==> config.mk <==
export PLATFORM = sky130hd
export DESIGN_NAME = segment_list_index_writer
export DESIGN_NICKNAME = d
export VERILOG_FILES = /design/src/rtl/core/slwi_pkg.sv /design/src/rtl/core/slwi_ctrl.sv /design/src/rtl/core/slwi_dp.sv /design/src/rtl/core/segment_list_index_writer.sv
export SDC_FILE = /design/constraint.sdc
export NUM_CORES = 1
export LEC_CHECK = 0
export ABC_AREA = 0
export BUFFER_PORTS_ARGS = -buffer_cell sky130_fd_sc_hd__buf_2
export CAP_MARGIN = 10
export CORE_ASPECT_RATIO = 1.75
export CORE_MARGIN = 3
export CORE_UTILIZATION = 25
export CTS_CLUSTER_DIAMETER = 120
export DETAILED_ROUTE_END_ITERATION = 10
export PLACE_DENSITY = 0.4
export SYNTH_ARGS = -nofsm -noshare
export SYNTH_HDL_FRONTEND = slang
export SYNTH_HIERARCHICAL = 1
export SYNTH_SLANG_ARGS = --single-unit
==> constraint.sdc <==
create_clock -name clk_i -period 4.2 [get_ports clk_i]
set_clock_uncertainty 0.05 [all_clocks]
set_input_delay 0.84 -clock clk_i [delete_from_list [all_inputs] [get_ports clk_i]]
set_output_delay 0.84 -clock clk_i [all_outputs]
set_load 0.01 [all_outputs]
==> src/rtl/core/slwi_pkg.sv <==
`default_nettype none

package slwi_pkg;

  localparam int unsigned STATUS_W  = 3;
  localparam int unsigned LEN_W     = 9;
  localparam int unsigned OFS_W     = 8;
  localparam int unsigned DATA_W    = 8;
  localparam int unsigned START_W   = 9;
  localparam int unsigned MAX_LEN   = 256;
  localparam int unsigned TOTAL_MAX = 255;

  localparam logic CMD_APPEND = 1'b0;
  localparam logic CMD_WRITE  = 1'b1;

  typedef logic [STATUS_W-1:0] status_t;

  localparam status_t ST_ADDED    = 3'd0;
  localparam status_t ST_FULL     = 3'd1;
  localparam status_t ST_ZERO_LEN = 3'd2;
  localparam status_t ST_WRITE    = 3'd3;
  localparam status_t ST_RANGE    = 3'd4;

  typedef struct packed {
    logic    load;
    logic    append;
    logic    step;
    logic    finish;
    status_t status;
  } dp_cmd_t;

  typedef struct packed {
    logic full;
    logic len_zero;
    logic at_end;
    logic hit;
  } dp_stat_t;

endpackage

`default_nettype wire

==> src/rtl/core/slwi_ctrl.sv <==
`default_nettype none

module slwi_ctrl (
  input  wire                logic clk_i,
  input  wire                logic rst_ni,
  input  wire                logic start_i,
  input  wire                logic command_i,
  input  slwi_pkg::dp_stat_t stat_i,
  output slwi_pkg::dp_cmd_t  cmd_o,
  output                     logic busy_o
);

  import slwi_pkg::*;

  localparam logic [1:0] S_IDLE   = 2'd0;
  localparam logic [1:0] S_APPEND = 2'd1;
  localparam logic [1:0] S_WALK   = 2'd2;

  logic [1:0] state_q, state_d;

  always_ff @(posedge clk_i or negedge rst_ni) begin
    if (!rst_ni) begin
      state_q <= S_IDLE;
    end else begin
      state_q <= state_d;
    end
  end

  always_comb begin
    cmd_o   = '0;
    state_d = state_q;
    unique case (state_q)
      S_IDLE: begin
        if (start_i) begin
          cmd_o.load = 1'b1;
          state_d    = (command_i == CMD_WRITE) ? S_WALK : S_APPEND;
        end
      end
      S_APPEND: begin
        cmd_o.finish = 1'b1;
        state_d      = S_IDLE;
        if (stat_i.full) begin
          cmd_o.status = ST_FULL;
        end else if (stat_i.len_zero) begin
          cmd_o.status = ST_ZERO_LEN;
        end else begin
          cmd_o.append = 1'b1;
          cmd_o.status = ST_ADDED;
        end
      end
      S_WALK: begin
        if (stat_i.at_end) begin
          cmd_o.finish = 1'b1;
          cmd_o.status = ST_RANGE;
          state_d      = S_IDLE;
        end else if (stat_i.hit) begin
          cmd_o.finish = 1'b1;
          cmd_o.status = ST_WRITE;
          state_d      = S_IDLE;
        end else begin
          cmd_o.step = 1'b1;
        end
      end
      default: begin
        state_d = S_IDLE;
      end
    endcase
  end

  assign busy_o = (state_q != S_IDLE);

  a_accept_busy: assert property (@(posedge clk_i) disable iff (!rst_ni)
    (state_q == S_IDLE && start_i) |=> busy_o)
    else $error("accepted transaction did not raise busy");

  a_finish_idle: assert property (@(posedge clk_i) disable iff (!rst_ni)
    cmd_o.finish |=> !busy_o)
    else $error("busy held after finish");

  a_step_excl: assert property (@(posedge clk_i) disable iff (!rst_ni)
    !(cmd_o.finish && (cmd_o.step || cmd_o.load)))
    else $error("finish issued with step or load");

endmodule

`default_nettype wire

==> src/rtl/core/slwi_dp.sv <==
`default_nettype none

module slwi_dp #(
  parameter int unsigned MAX_SEGMENTS  = 16,
  parameter int unsigned ADDRESS_WIDTH = 16
) (
  input  wire                logic clk_i,
  input  wire                logic rst_ni,
  input  slwi_pkg::dp_cmd_t  cmd_i,
  output slwi_pkg::dp_stat_t stat_o,
  input  wire                logic [ADDRESS_WIDTH-1:0]      base_address_i,
  input  wire                logic [slwi_pkg::LEN_W-1:0]    segment_length_i,
  input  wire                logic [slwi_pkg::OFS_W-1:0]    flat_index_i,
  input  wire                logic [slwi_pkg::DATA_W-1:0]   data_byte_i,
  output                     logic                          done_o,
  output slwi_pkg::status_t  status_o,
  output                     logic [ADDRESS_WIDTH-1:0]      write_address_o,
  output                     logic [slwi_pkg::DATA_W-1:0]   write_data_o,
  output                     logic [slwi_pkg::OFS_W-1:0]    total_indices_o
);

  import slwi_pkg::*;

  localparam int unsigned CntW = $clog2(MAX_SEGMENTS + 1);
  localparam int unsigned IdxW = (MAX_SEGMENTS > 1) ? $clog2(MAX_SEGMENTS) : 1;
  localparam int unsigned EntW = ADDRESS_WIDTH + OFS_W;

  logic [EntW-1:0] mem [MAX_SEGMENTS];
  logic [EntW-1:0] rdata_q;

  logic [ADDRESS_WIDTH-1:0] base_q;
  logic [LEN_W-1:0]         len_q;
  logic [OFS_W-1:0]         idx_q;
  logic [DATA_W-1:0]        data_q;

  logic [CntW-1:0]    count_q;
  logic [OFS_W-1:0]   total_q, total_d;
  logic [CntW-1:0]    ptr_q, ptr_d;
  logic [START_W-1:0] start_q, start_d;

  logic                     done_q;
  status_t                  status_q;
  logic [ADDRESS_WIDTH-1:0] addr_q;
  logic [DATA_W-1:0]        wdata_q;

  logic [LEN_W-1:0]         len_sat;
  logic [OFS_W-1:0]         last_ofs;
  logic [LEN_W:0]           total_sum;
  logic [ADDRESS_WIDTH-1:0] rd_base;
  logic [OFS_W-1:0]         rd_last;
  logic [START_W:0]         seg_end;
  logic [OFS_W-1:0]         offset;
  logic [ADDRESS_WIDTH-1:0] wr_addr;

  // operand capture
  always_ff @(posedge clk_i) begin
    if (cmd_i.load) begin
      base_q <= base_address_i;
      len_q  <= segment_length_i;
      idx_q  <= flat_index_i;
      data_q <= data_byte_i;
    end
  end

  assign len_sat   = (len_q > LEN_W'(MAX_LEN)) ? LEN_W'(MAX_LEN) : len_q;
  assign last_ofs  = OFS_W'(len_sat - LEN_W'(1));
  assign total_sum = {2'b00, total_q} + {1'b0, len_sat};
  assign total_d   = (total_sum > (LEN_W + 1)'(TOTAL_MAX)) ? OFS_W'(TOTAL_MAX)
                                                            : total_sum[OFS_W-1:0];

  // segment table; read data belongs to the entry at ptr_q
  always_ff @(posedge clk_i) begin
    if (cmd_i.append) begin
      mem[count_q[IdxW-1:0]] <= {base_q, last_ofs};
    end
    rdata_q <= mem[ptr_d[IdxW-1:0]];
  end

  assign rd_base = rdata_q[EntW-1:OFS_W];
  assign rd_last = rdata_q[OFS_W-1:0];
  assign seg_end = {1'b0, start_q} + {2'b00, rd_last} + (START_W + 1)'(1);
  assign offset  = idx_q - start_q[OFS_W-1:0];
  assign wr_addr = rd_base + ADDRESS_WIDTH'(offset);

  always_comb begin
    ptr_d   = ptr_q;
    start_d = start_q;
    if (cmd_i.load) begin
      ptr_d   = '0;
      start_d = '0;
    end else if (cmd_i.step) begin
      ptr_d   = ptr_q + CntW'(1);
      start_d = (seg_end > (START_W + 1)'(MAX_LEN)) ? START_W'(MAX_LEN)
                                                     : seg_end[START_W-1:0];
    end
  end

  always_ff @(posedge clk_i or negedge rst_ni) begin
    if (!rst_ni) begin
      count_q <= '0;
      total_q <= '0;
      ptr_q   <= '0;
      start_q <= '0;
      done_q  <= 1'b0;
    end else begin
      ptr_q   <= ptr_d;
      start_q <= start_d;
      done_q  <= cmd_i.finish;
      if (cmd_i.append) begin
        count_q <= count_q + CntW'(1);
        total_q <= total_d;
      end
    end
  end

  always_ff @(posedge clk_i) begin
    if (cmd_i.finish) begin
      status_q <= cmd_i.status;
      if (cmd_i.status == ST_WRITE) begin
        addr_q  <= wr_addr;
        wdata_q <= data_q;
      end else begin
        addr_q  <= '0;
        wdata_q <= '0;
      end
    end
  end

  assign stat_o.full     = (count_q == CntW'(MAX_SEGMENTS));
  assign stat_o.len_zero = (len_q == '0);
  assign stat_o.at_end   = (ptr_q == count_q);
  assign stat_o.hit      = ({2'b00, idx_q} < seg_end);

  assign done_o          = done_q;
  assign status_o        = status_q;
  assign write_address_o = addr_q;
  assign write_data_o    = wdata_q;
  assign total_indices_o = total_q;

  a_count_bound: assert property (@(posedge clk_i) disable iff (!rst_ni)
    count_q <= CntW'(MAX_SEGMENTS))
    else $error("segment count beyond table depth");

  a_idle_payload: assert property (@(posedge clk_i) disable iff (!rst_ni)
    (done_q && status_q != ST_WRITE) |-> (addr_q == '0 && wdata_q == '0))
    else $error("write payload set without a write");

  a_append_count: assert property (@(posedge clk_i) disable iff (!rst_ni)
    cmd_i.append |=> (count_q - $past(count_q)) == CntW'(1))
    else $error("append did not advance the segment count");

endmodule

`default_nettype wire

==> src/rtl/core/segment_list_index_writer.sv <==
`default_nettype none
// Append: done_o strobes (registered) after the APPEND state; busy_o is low again in that cycle.
// Write transaction: done_o strobes once the table walk has passed over the segments before the
// index (one entry per cycle from a registered-read table), or over every segment when the index
// lies beyond them all.
// Results are not back-pressured; reset empties the segment table and clears the index total.

module segment_list_index_writer #(
  parameter int unsigned MAX_SEGMENTS  = 16,
  parameter int unsigned ADDRESS_WIDTH = 16
) (
  input  wire logic                           clk_i,
  input  wire logic                           rst_ni,
  input  wire logic                           start_i,
  output      logic                           busy_o,
  input  wire logic                           command_i,
  input  wire logic [ADDRESS_WIDTH-1:0]       base_address_i,
  input  wire logic [slwi_pkg::LEN_W-1:0]     segment_length_i,
  input  wire logic [slwi_pkg::OFS_W-1:0]     flat_index_i,
  input  wire logic [slwi_pkg::DATA_W-1:0]    data_byte_i,
  output      logic                           done_o,
  output      logic [slwi_pkg::STATUS_W-1:0]  status_o,
  output      logic [ADDRESS_WIDTH-1:0]       write_address_o,
  output      logic [slwi_pkg::DATA_W-1:0]    write_data_o,
  output      logic [slwi_pkg::OFS_W-1:0]     total_indices_o
);

  import slwi_pkg::*;

  dp_cmd_t  dp_cmd;
  dp_stat_t dp_stat;
  status_t  dp_status;

  slwi_ctrl u_ctrl (
    .clk_i     (clk_i),
    .rst_ni    (rst_ni),
    .start_i   (start_i),
    .command_i (command_i),
    .stat_i    (dp_stat),
    .cmd_o     (dp_cmd),
    .busy_o    (busy_o)
  );

  slwi_dp #(
    .MAX_SEGMENTS  (MAX_SEGMENTS),
    .ADDRESS_WIDTH (ADDRESS_WIDTH)
  ) u_dp (
    .clk_i            (clk_i),
    .rst_ni           (rst_ni),
    .cmd_i            (dp_cmd),
    .stat_o           (dp_stat),
    .base_address_i   (base_address_i),
    .segment_length_i (segment_length_i),
    .flat_index_i     (flat_index_i),
    .data_byte_i      (data_byte_i),
    .done_o           (done_o),
    .status_o         (dp_status),
    .write_address_o  (write_address_o),
    .write_data_o     (write_data_o),
    .total_indices_o  (total_indices_o)
  );

  assign status_o = dp_status;

endmodule

`default_nettype wire

==> impl_metrics.ini <==
[layout]
fill_cells = 8126
drive_gt1_share_pct = 27.4
antenna_cells = 0
fin_area_um2 = 26000
fin_nets = 1527
fin_util_pct = 31.2
finalNonFillerCells = 2535
area_growth_pct = 23.8

[die]
die_w_um = 225
io_pins = 82
fp.coreArea_um2 = 83400
dieArea_um2 = 87800
die_height_um = 390
fp-row-count = 140
start_util_pct = 25.2

[critical_path]
rr_worst_depth = 21
path_cells = ha_1 > nor2b_4 > o31a_1 > o21ai_2 > nand2b_1 > xnor2_2 > ha_1 > nand3_1 > o21ai_1 > and3_4 > o21ai_4 > nor3b_4 > xnor2_2 > nor2_4 > buf_12 > buf_12 > buf_16 > buf_8 > mux2i_1 > mux4_2 > mux2i_1
critPathTopFamily = simple AND/OR/NAND/NOR gates
critical_path.endpoint = u_dp/rdata_q[19]
path_max_fanout = 7
cp-start-kind = flop
cp.arrival_ns = 4.83
r2r-end = u_dp/rdata_q[19]
cp_num_cells = 21
reg2reg_from = u_dp/start_q[1]
crit_slowest_cell = mux4_2
crit_start = u_dp/start_q[1]
path_class = reg -> reg
endpoint_kind = flop
cp.required_ns = 4.66
r2r_slack_ns = -0.17
max_stage_delay_ns = 0.46
critPathBufInv = 4

[clock_tree]
cts_tree = done
cts.sinks = 506
clk_pin_slew_worst_paths_ns = 0.07
ctsHoldBuffers = 0
clockBufferDepth = 3
clockRootBuffer = clkbuf_16
cts_inserted_buffers = 49
clk_latency_ns = 0.59
htree_levels = 2

[yosys]
synth_seq_area_share_pct = 70.4
synth.avg_cell_area_um2 = 17.5
syn_inst = 1204
synth_cell_types = 53
synth_async_sr_flop_share_pct = 5.93
yosysMostFrequentCell = edfxtp_1
synth_ff_type = edfxtp_1
synthTopCellsByArea = edfxtp_1 65%, mux2i_1 10%, mux4_2 5.1%
synth_top_cell_by_area = edfxtp_1
synth_area_um2 = 21000
yosys-top-cells-count = 452 x edfxtp_1, 218 x mux2i_1, 53 x nor2_1
yosysWarnings = 6
synth_edf_count = 452
syn_nets = 1301
synth_top_cell_area_share_pct = 64.5
ys_seq_elements = 506

[run]
max-cap-violations = 0

[placement]
portBuffers = 81
gp_congestion = 0.716
dp_slack_ns = -0.574
dp_cells = 2418
dpl_cell_area_um2 = 23600
hpwl_um = 33100

[sta]
slew_violations = 0
finalCritPeriodShare_pct = 104
finalCriticalPeriod_ns = 4.37
finalSetupViolCount = 24
finalHoldViolCount = 0
whs_ns = 0.288
rsz0062_at_grt = true
max-slew-margin-rel_pct = 45.4
timing.setup.tns_ns = -2.20
worst_slack_ns = -0.170
fmax_mhz = 229
worst_slew_pin_slew_ns = 0.818

[global_routing]
grt_max_degree = 40
grt_pass1_vias = 11900
grt-ovfl-total = 0
grt_usage_pct = 12.5
grt_pass1_wl_um = 80300
antenna_found_initial = 3

[hold_path]
hold_class = in -> async

[routing]
vias = 11100
drc = 0
via_per_inst = 4.38
detail_route.wl_per_cell_um = 22.0
totalWireLength_um = 55700
postRouteAntennaNets = 0
drt_first_pass_iters = 6
drtIter0Drc = 559

[outcome]
violations = setup timing
outcome = finished, violations left

[power_and_ir_drop]
cellLeakagePower_nw = 8.67
ir_drop_v = 0.000295
total_power_mw = 16.9
powerDensity_nw_per_um2 = 650
-- worst min path at each step --
stage               slack [ns]               from                 endpoint  depth (start not counted)
detailed placement        0.46     u_dp/data_q[2]     u_dp/write_data_o[2]                          1
global placement          0.45     u_dp/data_q[7]     u_dp/write_data_o[7]                          1
finish                    0.29             rst_ni  u_dp/total_indices_o[7]                          1
CTS                       0.30             rst_ni  u_dp/total_indices_o[6]                          1
global route              0.34  base_address_i[3]           u_dp/base_q[3]                          1
floorplan                 0.43    u_dp/start_q[0]          u_dp/start_q[0]                          2
-- placed cells by master, fill, tap and decap left out, drive strengths merged, types with 3 or more instances in the layout --
master    netlist  final
clkinvlp        0      4
nand2b         14     14
a21o           12     12
inv            28     32
edfxtp        452    452
a211oi          3      3
nand4           7      7
clkbuf          9     63
nand3           5      5
bufinv          0      8
xor2           22     22
a21oi          16     16
buf            33    211
mux4           48     48
nor2           55     55
xnor2          21     21
or4             3      3
nor3b           3      3
o21ai          32     32
o21a            4      4
or3             7      7
and3            6      6
dfrtp          30     30
fa              3      3
dfxtp          24     24
nor3           16     16
o31a            3      3
ha             49     49
mux2i         218    218
and2           12     12
nor2b          12     12
a21boi          3      3
nand2          28     28
clkinv          1     18
nand3b          4      4
a31oi          10     10
-- where the power goes --
part / internal [mW] / switching (mW) / total, mW
registers: 6.42 / 0.531 / 6.95
clock network: 2.69 / 1.95 / 4.64
logic: 2.55 / 2.78 / 5.33
-- repair_timing --
action / 4_1_cts / 5_1_grt
pin swaps: 8 / 19
gates resized for setup: 49 / 29
setup endpoints to repair: 43 / 39
buffers inserted: 10 / 12
cloned: 5 / 5
-- area by class of cell --
class	instances	area (µm²)	share of cell area [%]
well taps	1065	1330	5.12
clock buffers	58	1280	4.91
clock inverters	33	403	1.55
repair buffers	217	2010	7.73
multi-input cells	627	6100	23.4
inverters	29	109	0.418
flip-flops and latches	506	14800	56.9
-- per-layer routing --
layer	wire length, µm	vias up	global-route usage [%]
met3	1770	79	1.54
met1	22100	5722	14.6
met2	30000	172	23.3
met4	1790	4	4.50
li1	-	5120	-
met5	27	-	0
-- cell families (layout without fill, tap and decap cells) --
group,after synthesis,count (layout),synth area share (%)
buffers and inverters,71,337,1.99
DFF,506,506,70.4
AOI/OAI and AO/OA,92,92,2.93
and+or+nand+nor,174,174,4.22
muxes,266,266,15.5
xor gates and xnor gates,43,43,1.79
adders and majority gates,52,52,3.20
-- sequential cells by signal, summed over array words and instances, names as in the netlist, 3 cells and up --
signal,flops
u_dp/mem,384
u_dp/rdata_q,24
u_dp/base_q,16
u_dp/write_address_o,16
u_dp/len_q,9
u_dp/start_q,9
u_dp/data_q,8
u_dp/idx_q,8
u_dp/total_indices_o,8
u_dp/write_data_o,8
u_dp/count_q,5
u_dp/ptr_q,5
u_dp/status_o,3
(Power assumes the default switching activity.)
